==> config.mk <==
export PLATFORM = sky130hd
export DESIGN_NAME = sensor_reply_frame_parser
export DESIGN_NICKNAME = d
export VERILOG_FILES = /design/src/hw/rtl/srfp_pkg.sv /design/src/hw/rtl/sensor_reply_frame_parser.sv
export VERILOG_INCLUDE_DIRS = /design/src /design/src/hw/rtl
export SDC_FILE = /design/constraint.sdc
export NUM_CORES = 1
export LEC_CHECK = 0
export ABC_AREA = 1
export BUFFER_PORTS_ARGS = -buffer_cell sky130_fd_sc_hd__clkbuf_2
export CAP_MARGIN = 25
export CORE_MARGIN = 10
export CORE_UTILIZATION = 40
export DETAILED_ROUTE_END_ITERATION = 8
export SLEW_MARGIN = 20
export SYNTH_ARGS = -nofsm -noshare
export SYNTH_HDL_FRONTEND = slang
export SYNTH_SLANG_ARGS = --single-unit
==> constraint.sdc <==
create_clock -name clk -period 5.3 [get_ports clk]
set_clock_uncertainty 0.05 [all_clocks]
set_input_delay 1.06 -clock clk [delete_from_list [all_inputs] [get_ports clk]]
set_output_delay 1.06 -clock clk [all_outputs]
set_load 0.005 [all_outputs]
==> src/hw/rtl/sensor_reply_frame_parser_macros.svh <==
// Assertion macros shared by the sensor reply frame parser RTL.
// Each macro expects clk and rst_n in the scope of the module that uses it.
`ifndef SENSOR_REPLY_FRAME_PARSER_MACROS_SVH
`define SENSOR_REPLY_FRAME_PARSER_MACROS_SVH

// Same-cycle implication, checked at every rising edge outside reset
`define SRFP_ASSERT_NOW(label, ante, cons, msg) \
    label: assert property (@(posedge clk) disable iff (!rst_n) (ante) |-> (cons)) \
        else $error(msg);

// Next-cycle implication, checked at every rising edge outside reset
`define SRFP_ASSERT_NEXT(label, ante, cons, msg) \
    label: assert property (@(posedge clk) disable iff (!rst_n) (ante) |=> (cons)) \
        else $error(msg);

`endif

==> src/hw/rtl/srfp_pkg.sv <==
// Package for the sensor reply frame parser: framing bytes, limits,
// held-value reset constants and the status and number-state codes.
// No dependencies.
package srfp_pkg;

    // Longest frame in bytes, STX and ETX included
    localparam int unsigned MAX_FRAME_LEN = 40;
    localparam int unsigned CNT_W         = 6;

    localparam logic [7:0] BYTE_STX   = 8'h02;
    localparam logic [7:0] BYTE_ETX   = 8'h03;
    localparam logic [7:0] BYTE_SPACE = 8'h20;
    localparam logic [7:0] BYTE_PLUS  = 8'h2B;
    localparam logic [7:0] BYTE_MINUS = 8'h2D;
    localparam logic [7:0] BYTE_ZERO  = 8'h30;
    localparam logic [7:0] BYTE_NINE  = 8'h39;
    localparam logic [7:0] BYTE_TAB   = 8'h09;
    localparam logic [7:0] BYTE_CR    = 8'h0D;

    // Tokens counted per frame saturate here
    localparam logic [2:0] TOKEN_MAX = 3'd5;

    // Magnitude clamp (2^31) and largest positive value
    localparam logic [31:0] MAG_LIMIT = 32'h8000_0000;
    localparam logic [31:0] POS_MAX   = 32'h7FFF_FFFF;

    // Held values after reset
    localparam logic [31:0] RESET_REPLY    = 32'hFFFF_FFFF;
    localparam logic [31:0] RESET_STAMP    = 32'd0;
    localparam logic [31:0] RESET_CO2      = 32'hFFFF_FE0C;
    localparam logic [31:0] RESET_TEMP     = 32'hFFFF_FF38;
    localparam logic [31:0] RESET_PRESSURE = 32'd800;

    typedef enum logic [1:0] {
        STATUS_OK       = 2'd0,
        STATUS_EMPTY    = 2'd1,
        STATUS_TOO_LONG = 2'd2
    } status_t;

    typedef enum logic [1:0] {
        NUM_BEFORE_SIGN = 2'd0,
        NUM_AFTER_SIGN  = 2'd1,
        NUM_DIGITS      = 2'd2,
        NUM_STOPPED     = 2'd3
    } num_state_t;

endpackage

==> src/hw/rtl/sensor_reply_frame_parser.sv <==
// A byte is registered in the input register on accept and processed from there into
// the result register, where a frame's result (ETX or overlong abort) then shows as valid.
// Throughput: one byte per cycle. One byte waits in the input register while
// a result is pending, so only a byte that would make a second result stalls.
// Reset (async, active low) closes any frame and loads reply -1, stamp 0, CO2 -500,
// temperature -200, pressure 800. Uses srfp_pkg and sensor_reply_frame_parser_macros.svh.
module sensor_reply_frame_parser (
    input  logic                 clk,
    input  logic                 rst_n,
    input  logic                 in_valid,
    output logic                 in_ready,
    input  logic [7:0]           rx_byte,
    output logic                 out_valid,
    input  logic                 out_ready,
    output logic [1:0]           status,
    output logic                 is_measurement,
    output logic signed [31:0]   reply_value,
    output logic signed [31:0]   time_stamp,
    output logic signed [31:0]   co2_level,
    output logic signed [31:0]   sensor_temp,
    output logic signed [31:0]   air_pressure
);
    import srfp_pkg::*;

    // Input register
    logic              in_valid_reg;
    logic [7:0]        in_byte_reg;

    // Frame and token state
    logic              in_frame_reg,    in_frame_next;
    logic [CNT_W-1:0]  byte_count_reg,  byte_count_next;
    logic [2:0]        token_index_reg, token_index_next;
    logic              in_token_reg,    in_token_next;
    num_state_t        num_state_reg,   num_state_next;
    logic              negative_reg,    negative_next;
    logic [31:0]       acc_reg,         acc_next;
    logic [31:0]       first_token_reg, first_token_next;
    logic [31:0]       shadow_reg [4];
    logic [31:0]       shadow_next [4];
    logic [3:0]        fields_written_reg, fields_written_next;

    // Held values, shown on the result ports
    logic [31:0]       held_reply_reg,    held_reply_next;
    logic [31:0]       held_stamp_reg,    held_stamp_next;
    logic [31:0]       held_co2_reg,      held_co2_next;
    logic [31:0]       held_temp_reg,     held_temp_next;
    logic [31:0]       held_pressure_reg, held_pressure_next;

    // Result register
    logic              out_valid_reg;
    status_t           status_reg;
    logic              meas_reg;

    // Step control and datapath
    logic              step_go;
    logic              step_emit;
    status_t           emit_status;
    logic              emit_meas;
    logic              too_long;
    logic              finish_en;
    logic [31:0]       tok_val;
    logic [1:0]        fin_slot;
    logic              cur_digit;
    num_state_t        ns_cur;
    logic [31:0]       acc_cur;
    logic [35:0]       acc_prod;

    // Item flow: step when the byte needs no result slot or one is free
    assign step_go  = in_valid_reg && (!step_emit || !out_valid_reg || out_ready);
    assign in_ready = !in_valid_reg || step_go;

    // Token value from magnitude and sign, with saturation
    assign tok_val  = negative_reg ? (~acc_reg + 32'd1)
                                   : (acc_reg[31] ? POS_MAX : acc_reg);
    assign fin_slot = (token_index_reg >= 3'd4) ? 2'd3 : 2'(token_index_reg - 3'd1);
    assign too_long = byte_count_reg >= CNT_W'(MAX_FRAME_LEN - 2);

    assign finish_en = in_frame_reg && in_token_reg && in_byte_reg != BYTE_STX
                       && (in_byte_reg == BYTE_ETX
                           || (in_byte_reg == BYTE_SPACE && !too_long));

    // Start values of the token the byte feeds
    assign ns_cur    = in_token_reg ? num_state_reg : NUM_BEFORE_SIGN;
    assign acc_cur   = in_token_reg ? acc_reg : 32'd0;
    assign cur_digit = in_byte_reg >= BYTE_ZERO && in_byte_reg <= BYTE_NINE;
    assign acc_prod  = ({4'd0, acc_cur} << 3) + ({4'd0, acc_cur} << 1)
                       + {32'd0, 4'(in_byte_reg - BYTE_ZERO)};

    // Next state for the byte in the input register
    always_comb
    begin
        in_frame_next       = in_frame_reg;
        byte_count_next     = byte_count_reg;
        token_index_next    = token_index_reg;
        in_token_next       = in_token_reg;
        num_state_next      = num_state_reg;
        negative_next       = negative_reg;
        acc_next            = acc_reg;
        first_token_next    = first_token_reg;
        shadow_next         = shadow_reg;
        fields_written_next = fields_written_reg;
        held_reply_next     = held_reply_reg;
        held_stamp_next     = held_stamp_reg;
        held_co2_next       = held_co2_reg;
        held_temp_next      = held_temp_reg;
        held_pressure_next  = held_pressure_reg;
        step_emit           = 1'b0;
        emit_status         = STATUS_OK;
        emit_meas           = 1'b0;

        // Close the running token on space or ETX
        if (finish_en)
        begin
            if (token_index_reg == 3'd0)
            begin
                first_token_next = tok_val;
            end
            else
            begin
                for (int i = 0; i < 4; i++)
                begin
                    if (fin_slot == 2'(i))
                    begin
                        shadow_next[i]         = tok_val;
                        fields_written_next[i] = 1'b1;
                    end
                end
            end
            if (token_index_reg < TOKEN_MAX)
            begin
                token_index_next = token_index_reg + 3'd1;
            end
            in_token_next  = 1'b0;
            num_state_next = NUM_BEFORE_SIGN;
            negative_next  = 1'b0;
            acc_next       = 32'd0;
        end

        if (in_byte_reg == BYTE_STX)
        begin
            // Open a frame, dropping any partial one
            in_frame_next       = 1'b1;
            byte_count_next     = '0;
            token_index_next    = 3'd0;
            in_token_next       = 1'b0;
            num_state_next      = NUM_BEFORE_SIGN;
            negative_next       = 1'b0;
            acc_next            = 32'd0;
            fields_written_next = 4'd0;
        end
        else if (in_frame_reg)
        begin
            if (in_byte_reg == BYTE_ETX)
            begin
                in_frame_next = 1'b0;
                step_emit     = 1'b1;
                if (token_index_next == 3'd0)
                begin
                    emit_status = STATUS_EMPTY;
                end
                else if (token_index_next == 3'd1)
                begin
                    held_reply_next = first_token_next;
                end
                else
                begin
                    // Measurement: commit only the fields this frame wrote
                    if (fields_written_next[0]) held_stamp_next    = shadow_next[0];
                    if (fields_written_next[1]) held_co2_next      = shadow_next[1];
                    if (fields_written_next[2]) held_temp_next     = shadow_next[2];
                    if (fields_written_next[3]) held_pressure_next = shadow_next[3];
                    held_reply_next = 32'd0;
                    emit_meas       = 1'b1;
                end
            end
            else if (too_long)
            begin
                in_frame_next = 1'b0;
                in_token_next = 1'b0;
                step_emit     = 1'b1;
                emit_status   = STATUS_TOO_LONG;
            end
            else
            begin
                byte_count_next = byte_count_reg + CNT_W'(1);
                if (in_byte_reg != BYTE_SPACE)
                begin
                    // Feed the token, atoi style
                    in_token_next  = 1'b1;
                    num_state_next = ns_cur;
                    negative_next  = in_token_reg ? negative_reg : 1'b0;
                    acc_next       = acc_cur;
                    if (ns_cur != NUM_STOPPED)
                    begin
                        if (cur_digit)
                        begin
                            acc_next       = (acc_prod > {4'd0, MAG_LIMIT}) ? MAG_LIMIT
                                                                           : acc_prod[31:0];
                            num_state_next = NUM_DIGITS;
                        end
                        else if (ns_cur == NUM_BEFORE_SIGN
                                 && (in_byte_reg == BYTE_PLUS || in_byte_reg == BYTE_MINUS))
                        begin
                            negative_next  = in_byte_reg == BYTE_MINUS;
                            num_state_next = NUM_AFTER_SIGN;
                        end
                        else if (ns_cur == NUM_BEFORE_SIGN
                                 && in_byte_reg >= BYTE_TAB && in_byte_reg <= BYTE_CR)
                        begin
                            num_state_next = NUM_BEFORE_SIGN;
                        end
                        else
                        begin
                            num_state_next = NUM_STOPPED;
                        end
                    end
                end
            end
        end
    end

    // Input register
    always_ff @(posedge clk or negedge rst_n)
    begin
        if (!rst_n)
        begin
            in_valid_reg <= 1'b0;
        end
        else if (in_ready)
        begin
            in_valid_reg <= in_valid;
        end
    end

    always_ff @(posedge clk)
    begin
        if (in_valid && in_ready)
        begin
            in_byte_reg <= rx_byte;
        end
    end

    // Parser state and held values
    always_ff @(posedge clk or negedge rst_n)
    begin
        if (!rst_n)
        begin
            in_frame_reg       <= 1'b0;
            byte_count_reg     <= '0;
            token_index_reg    <= 3'd0;
            in_token_reg       <= 1'b0;
            num_state_reg      <= NUM_BEFORE_SIGN;
            negative_reg       <= 1'b0;
            acc_reg            <= 32'd0;
            first_token_reg    <= 32'd0;
            for (int i = 0; i < 4; i++)
            begin
                shadow_reg[i] <= 32'd0;
            end
            fields_written_reg <= 4'd0;
            held_reply_reg     <= RESET_REPLY;
            held_stamp_reg     <= RESET_STAMP;
            held_co2_reg       <= RESET_CO2;
            held_temp_reg      <= RESET_TEMP;
            held_pressure_reg  <= RESET_PRESSURE;
        end
        else if (step_go)
        begin
            in_frame_reg       <= in_frame_next;
            byte_count_reg     <= byte_count_next;
            token_index_reg    <= token_index_next;
            in_token_reg       <= in_token_next;
            num_state_reg      <= num_state_next;
            negative_reg       <= negative_next;
            acc_reg            <= acc_next;
            first_token_reg    <= first_token_next;
            shadow_reg         <= shadow_next;
            fields_written_reg <= fields_written_next;
            held_reply_reg     <= held_reply_next;
            held_stamp_reg     <= held_stamp_next;
            held_co2_reg       <= held_co2_next;
            held_temp_reg      <= held_temp_next;
            held_pressure_reg  <= held_pressure_next;
        end
    end

    // Result register
    always_ff @(posedge clk or negedge rst_n)
    begin
        if (!rst_n)
        begin
            out_valid_reg <= 1'b0;
            status_reg    <= STATUS_OK;
            meas_reg      <= 1'b0;
        end
        else if (step_go && step_emit)
        begin
            out_valid_reg <= 1'b1;
            status_reg    <= emit_status;
            meas_reg      <= emit_meas;
        end
        else if (out_ready)
        begin
            out_valid_reg <= 1'b0;
        end
    end

    // Held values change only with a new result, so they drive the ports
    assign out_valid      = out_valid_reg;
    assign status         = status_reg;
    assign is_measurement = meas_reg;
    assign reply_value    = held_reply_reg;
    assign time_stamp     = held_stamp_reg;
    assign co2_level      = held_co2_reg;
    assign sensor_temp    = held_temp_reg;
    assign air_pressure   = held_pressure_reg;

    // Checks
`include "sensor_reply_frame_parser_macros.svh"

    `SRFP_ASSERT_NOW(a_count_bound, 1'b1, byte_count_reg <= CNT_W'(MAX_FRAME_LEN - 2), "byte count past frame limit")
    `SRFP_ASSERT_NOW(a_token_bound, 1'b1, token_index_reg <= TOKEN_MAX, "token count past saturation")
    `SRFP_ASSERT_NOW(a_pressure_token, fields_written_reg[3], token_index_reg == TOKEN_MAX, "pressure written without enough tokens")
    `SRFP_ASSERT_NOW(a_commit_result, !$stable(held_co2_reg) || !$stable(held_reply_reg), out_valid_reg && status_reg == STATUS_OK, "held value changed without ok result")

endmodule
# Word-level counts from Yosys, hierarchy flattened
# Index checks and enable logic that the tools add are counted.
[totals]
out_inout_bits = 165
elab_cells = 171
regBits = 383
[classes]
reduce_logical = 32
order_cmp = 8
mux = 83
add_sub_neg = 7
bitwise_logic = 4
n_eq_ne = 14
[ops]
columns = ["operator", "n"]
rows = [
  ["two-way mux 32 bit", 18],
  ["two-way mux 128 bit", 2],
  ["adder 35 x 33 -> 36 bit", 1],
  ["adder 36 x 4 -> 36 bit", 1],
  ["> comparator 36 x 32 -> 1 bit, second input constant", 1],
  ["two-way mux 1 bit", 36],
  ["adder 32 x 1 -> 32 bit, second input constant", 1],
  ["two-way mux 2 bit", 16],
  ["NOT 32 bit", 1],
  ["two-way mux 31 bit", 1],
  ["AND reduction 7 bit", 4],
  ["== test 8 x 6 -> 1 bit, second input constant", 3],
  ["two-way mux 6 bit", 4],
  ["== test 8 x 2 -> 1 bit, second input constant", 2],
  ["two-way mux 4 bit", 3],
  ["logical AND 1 bit", 11],
  ["two-way mux 3 bit", 3],
  [">= comparator 8 x 4 -> 1 bit, second input constant", 1],
  [">= comparator 8 x 6 -> 1 bit, second input constant", 1],
  ["<= comparator 8 x 4 -> 1 bit, second input constant", 1],
  ["<= comparator 8 x 6 -> 1 bit, second input constant", 1],
  ["!= test 8 x 2 -> 1 bit, second input constant", 1],
  ["!= test 8 x 6 -> 1 bit, second input constant", 1],
  ["adder 6 x 1 -> 6 bit, second input constant", 1],
  ["19 further kinds", 33],
]

# Depth between registers and ports, before layout
[depth]
ltp_word = 13
depth_mapped = 30

# Worst setup path after synthesis
# Ideal clock, no wire load.
[synth_path]
path_type = "register -> register"
from = "reg in_token_reg"
to = "reg acc_reg[10]"
required_ps = 5184
n_path_buf = 3
stages_incl_launch_ff = 31
arrival_ps = 3446
slack_ps = 1739
path_cell_list = "dfrtp_1 -> clkbuf_1 -> buf_1 -> nand2_1 -> inv_1 -> ha_1 -> ha_1 -> inv_1 -> fa_1 -> inv_1 -> nand2_1 -> nand2_1 -> nand3_1 -> nand2_1 -> nand2_1 -> nand2_1 -> nand2_1 -> nand2_1 -> nand2_1 -> inv_1 -> nor2_1 -> nand2_1 -> nand3_1 -> nor2_1 -> buf_2 -> nand3_1 -> nand2_1 -> nand2_1 -> nand2_1 -> nand2_1 -> nand2_1"
[synth_via]
elab_chain_len = 12
word_cells_on_any_way = 18
cone_classes = "2 x add/sub; 1 x order compare; 1 x eq/ne; 11 x mux; 3 x reduce/logical"
[synth_rtl]
columns = ["item", "line_no", "rtl"]
rows = [
  ["from (decl)", "sensor_reply_frame_parser.sv:33", "logic in_token_reg, in_token_next;"],
  ["from (signal assigned)", "sensor_reply_frame_parser.sv:272", "in_token_reg <= in_token_next;"],
  ["two-way mux 32 bit", "sensor_reply_frame_parser.sv:84", "assign acc_cur = in_token_reg ? acc_reg : 32'd0;"],
  ["adder 35 x 33 -> 36 bit", "sensor_reply_frame_parser.sv:86", "assign acc_prod = ({4'd0, acc_cur} << 3) + ({4'd0, acc_cur} << 1)"],
  ["adder 36 x 4 -> 36 bit", "sensor_reply_frame_parser.sv:87", "+ {32'd0, 4'(in_byte_reg - BYTE_ZERO)};"],
  ["> comparator 36 x 32 -> 1 bit", "sensor_reply_frame_parser.sv:197", "acc_next = (acc_prod > {4'd0, MAG_LIMIT}) ? MAG_LIMIT"],
  ["two-way mux 32 bit", "sensor_reply_frame_parser.sv:197", ""],
  ["two-way mux 32 bit", "sensor_reply_frame_parser.sv:195", "if (cur_digit)"],
  ["two-way mux 32 bit", "sensor_reply_frame_parser.sv:193", "if (ns_cur != NUM_STOPPED)"],
  ["two-way mux 32 bit", "sensor_reply_frame_parser.sv:186", "if (in_byte_reg != BYTE_SPACE)"],
  ["two-way mux 32 bit", "sensor_reply_frame_parser.sv:176", "else if (too_long)"],
  ["two-way mux 32 bit", "sensor_reply_frame_parser.sv:153", "if (in_byte_reg == BYTE_ETX)"],
  ["two-way mux 32 bit (*)", "sensor_reply_frame_parser.sv:151", "else if (in_frame_reg)"],
  ["two-way mux 32 bit (*)", "sensor_reply_frame_parser.sv:139", "if (in_byte_reg == BYTE_STX)"],
  ["to (signal assigned)", "sensor_reply_frame_parser.sv:275", "acc_reg <= acc_next;"],
  ["to (decl)", "sensor_reply_frame_parser.sv:36", "logic [31:0] acc_reg, acc_next;"],
]
# Every way passes the cells marked *; elsewhere a longest branch is shown, timed or not.
# A chain may end at the register's enable or synchronous reset.

# Worst setup path after layout
[layout_path]
from = "reg in_token_reg"
to = "reg acc_reg[0]"
# The elaborated chain is that of the path after synthesis.

==> summary.txt <==
CTS-repair resized insts: 0
library cell contributing the largest single delay on the critical path: sky130_fd_sc_hd__dfrtp_1
fin util: 0.457
CP Buf/Inv Count: 3
top flip-flop cell by instance count after synthesis: sky130_fd_sc_hd__dfrtp_1
Ant. Diodes: 0
average size of a mapped cell: 7.30 um2
fraction of final layout cells sized beyond drive strength 1: 0.127
final net count: 3165
endpoint required time on the critical path: 5.72 ns
Die ar.: 63600 um2
Layout area overhead: 13.6%
antenna violations before repair: 0
total I/O pin count: 177
kind of cell adding the most delay to the critical path: simple AND/OR/NAND/NOR gates
commonest non-fill, non-tap cell in the layout: sky130_fd_sc_hd__nand2_1
peak ir drop on the vdd network: 0.000203 V
number of buffers added to fix hold violations after cts: 0
maximum level of the CTS H-tree: 2
Mapped Nets: 3038
Largest register FFs: 128
count of flip-flops with a built-in enable after synthesis: 8
result of the run: finished, final reports clean
Final Slew Violations: 0
critical setup path kind: reg2reg
height of the die: 252 um
RSZ-0062 raised after global routing: no
vias in the first global route: 18300
most numerous cell on the critical path: sky130_fd_sc_hd__nand2_1
combined area of all synthesized cells: 21600 um2
Hold Vio Cnt, Final: 0
CP max stage delay: 0.44 ns
estimated wirelength of the detail-placed design: 52100 um
final routed wirelength across all metal layers: 70300 um
area fraction of the dominant cell type after synthesis: 0.334
first-pass GRT wire length: 109000 um
maxcap violations: 0
CTS buffer count: 42
initial core utilization: 0.402
mean routed wirelength per cell: 18.4 um
Clock Path Buffers: 3
post-CTS setup repair buffer count: 0
final worst-path cycle share: 0.837
Std-Cell Core Area: 53600 um2
largest net degree at the start of global routing: 130
Worst Setup End Kind: flop
asr flop ratio synth: 0.979
residual overflow from global routing: 0
power per unit of standard cell area: 336 nW/um2
Clock Latency Late Sink: 0.58 ns
total power after layout: 8.24 mW
Worst Path Max Fanout: 30
finished layout cell area: 24500 um2
top library cells by usage in the layout, fill and taps aside: sky130_fd_sc_hd__nand2_1, sky130_fd_sc_hd__o21ai_0, sky130_fd_sc_hd__inv_1
max-slew headroom at the worst pin: 0.289
total DRC errors in the routed layout: 0
flip-flop and latch count after synthesis: 383
vias: 19700
list of cells traversed by the critical path: buf_4 > nand2_1 > inv_1 > ha_1 > ha_1 > nand2_1 > nor2_1 > and2_1 > nand4_1 > nand4_1 > nand2_1 > nor2_1 > nand2_1 > nor2_1 > nand2_1 > nand2_1 > nand3_1 > inv_1 > nand3_1 > o211ai_1
Synth Instances: 2957
TritonCTS clock tree: yes
most area-consuming cells after synthesis: sky130_fd_sc_hd__dfrtp_1, sky130_fd_sc_hd__nand2_1, sky130_fd_sc_hd__dfstp_2
total negative slack for setup checks: 0 ns
register clock-pin slew on the reported worst setup and hold paths: 0.06 ns
Final setup viols: 0
number of violations reported at the end of detailed-routing iteration 0: 1485
class of the tightest hold or removal check: reg2reg
routability congestion estimate: 0.979
post-synthesis cell type count: 52
data arrival time of the worst path: 4.86 ns
detailed-route vias per instance: 5.17
maximum frequency from static timing analysis: 225 MHz
number of clock sinks: 383
minimum clock period: 4.44 ns
post-synthesis sequential area ratio: 0.451
first-pass detailed-route iteration total: 6
placed standard-cell area: 23100 um2
antenna viol nets, final: 0
Total Routing Usage GR: 0.217
standby leakage power: 12.6 nW
slew of the pin with the lowest slew margin: 1.06 ns
number of synthesis warnings: 0
root cell of the clock tree: sky130_fd_sc_hd__clkbuf_16
library cell occupying the most area in the post-synthesis netlist: sky130_fd_sc_hd__dfrtp_1
die outline width: 252 um
number of port buffers: 176
standard-cell rows: 85
crit path launch type: flop
[through the flow]
| stage | setup slack [ns] | cells | hold slack, ns |
|---|---|---|---|
| after floorplan | 1.74 | 2957 | 0.394 |
| after global placement | 0.919 | 3734 | 0.410 |
| after detailed placement | 0.920 | 3735 | 0.417 |
| after CTS | 0.908 | 3813 | 0.427 |
| after global routing | 0.517 | 3814 | 0.447 |
| final | 0.863 | 3814 | 0.425 |
[worst reg2reg max path: stages, from the launching register on]
cell                       delay (ns)
sky130_fd_sc_hd__dfrtp_1         0.44
sky130_fd_sc_hd__buf_4           0.36
sky130_fd_sc_hd__nand2_1         0.16
sky130_fd_sc_hd__inv_1           0.21
sky130_fd_sc_hd__ha_1            0.27
sky130_fd_sc_hd__ha_1            0.43
sky130_fd_sc_hd__nand2_1         0.15
sky130_fd_sc_hd__nor2_1          0.24
sky130_fd_sc_hd__and2_1          0.26
sky130_fd_sc_hd__nand4_1         0.23
sky130_fd_sc_hd__nand4_1         0.20
sky130_fd_sc_hd__nand2_1         0.08
sky130_fd_sc_hd__nor2_1          0.11
sky130_fd_sc_hd__nand2_1         0.06
sky130_fd_sc_hd__nor2_1          0.11
sky130_fd_sc_hd__nand2_1         0.07
sky130_fd_sc_hd__nand2_1         0.23
sky130_fd_sc_hd__nand3_1         0.28
sky130_fd_sc_hd__inv_1           0.20
sky130_fd_sc_hd__nand3_1         0.10
sky130_fd_sc_hd__o211ai_1        0.10
[final timing paths]
kind | from | to | slack (ns) | cells past startpoint
min reg2reg | reply_value[21]$_DFFE_PN1P_ | reply_value[21]$_DFFE_PN1P_ | 0.42 | 2
max reg2reg | in_token_reg$_DFFE_PN0P_ | acc_reg[0]$_DFFE_PN0P_ | 0.86 | 20
min | reply_value[21]$_DFFE_PN1P_ | reply_value[21]$_DFFE_PN1P_ | 0.42 | 2
max | in_token_reg$_DFFE_PN0P_ | acc_reg[0]$_DFFE_PN0P_ | 0.86 | 20
max in group asynchronous | rst_n | co2_level[1]$_DFFE_PN0P_ | 3.49 | 2
min in group asynchronous | rst_n | time_stamp[20]$_DFFE_PN0P_ | 0.43 | 1
[area by class of cell]
cell class	count	area [um2]
Multi-Input combinational cell	2119	10100
Fill cell	5466	29100
Clock inverter	11	170
Sequential cell	383	9730
Inverter	327	1230
Tap cell	696	871
Clock buffer	67	1220
Timing Repair Buffer	211	1210
[where the power goes]
part / total (mW) / internal (mW) / leakage [nW] / switching [mW]
Sequential: 3.12 / 3.02 / 4.87 / 0.102
Combinational: 2.16 / 0.454 / 7.06 / 1.71
Clock: 2.95 / 1.74 / 0.680 / 1.21
Total: 8.24 / 5.21 / 12.6 / 3.02
[Yosys cell counts, types with 2 or more instances]
cell type                    n
sky130_fd_sc_hd__a21o_1      5
sky130_fd_sc_hd__a21oi_1    97
sky130_fd_sc_hd__a31oi_1     6
sky130_fd_sc_hd__and2_1      5
sky130_fd_sc_hd__buf_1       8
sky130_fd_sc_hd__buf_2      44
sky130_fd_sc_hd__buf_4       3
sky130_fd_sc_hd__buf_6       2
sky130_fd_sc_hd__clkbuf_1   71
sky130_fd_sc_hd__clkinv_1    2
sky130_fd_sc_hd__dfrtp_1   288
sky130_fd_sc_hd__dfstp_2    87
sky130_fd_sc_hd__edfxtp_1    8
sky130_fd_sc_hd__ha_1       68
sky130_fd_sc_hd__inv_1     313
sky130_fd_sc_hd__inv_2      10
sky130_fd_sc_hd__mux2i_1    22
sky130_fd_sc_hd__nand2_1   976
sky130_fd_sc_hd__nand2_2     4
sky130_fd_sc_hd__nand2_4     3
sky130_fd_sc_hd__nand3_1    85
sky130_fd_sc_hd__nand3b_1   11
sky130_fd_sc_hd__nand4_1    19
sky130_fd_sc_hd__nor2_1    249
sky130_fd_sc_hd__nor2_2      6
sky130_fd_sc_hd__nor2_4      2
sky130_fd_sc_hd__nor3_1     19
sky130_fd_sc_hd__nor4_1     10
sky130_fd_sc_hd__o211ai_1    8
sky130_fd_sc_hd__o21a_1     11
sky130_fd_sc_hd__o21ai_0   415
sky130_fd_sc_hd__o21ai_1    51
sky130_fd_sc_hd__o21ai_2     2
sky130_fd_sc_hd__o21bai_1    5
sky130_fd_sc_hd__o22ai_1     9
sky130_fd_sc_hd__o31ai_1     9
sky130_fd_sc_hd__xor2_1      9
[cell families after synthesis]
kind of cell               count (synthesis)  share of synthesized area
AOI/OAI and AO/OA                        622                      0.151
xor gates and xnor gates                  10                    0.00406
adders and majority gates                 69                     0.0404
muxes                                     22                     0.0102
buffers and inverters                    455                     0.0831
DFF                                      383                      0.451
and+or+nand+nor                         1396                      0.261
[metal layers]
metal / up-vias / GRT usage / wire length (um)
met5: - / 0 / 0
met4: 0 / 0.0784 / 2380
met3: 105 / 0.0365 / 4150
met2: 591 / 0.342 / 32000
met1: 9285 / 0.296 / 31800
li1: 9739 / - / -
Power figures use the tool's default switching activity.
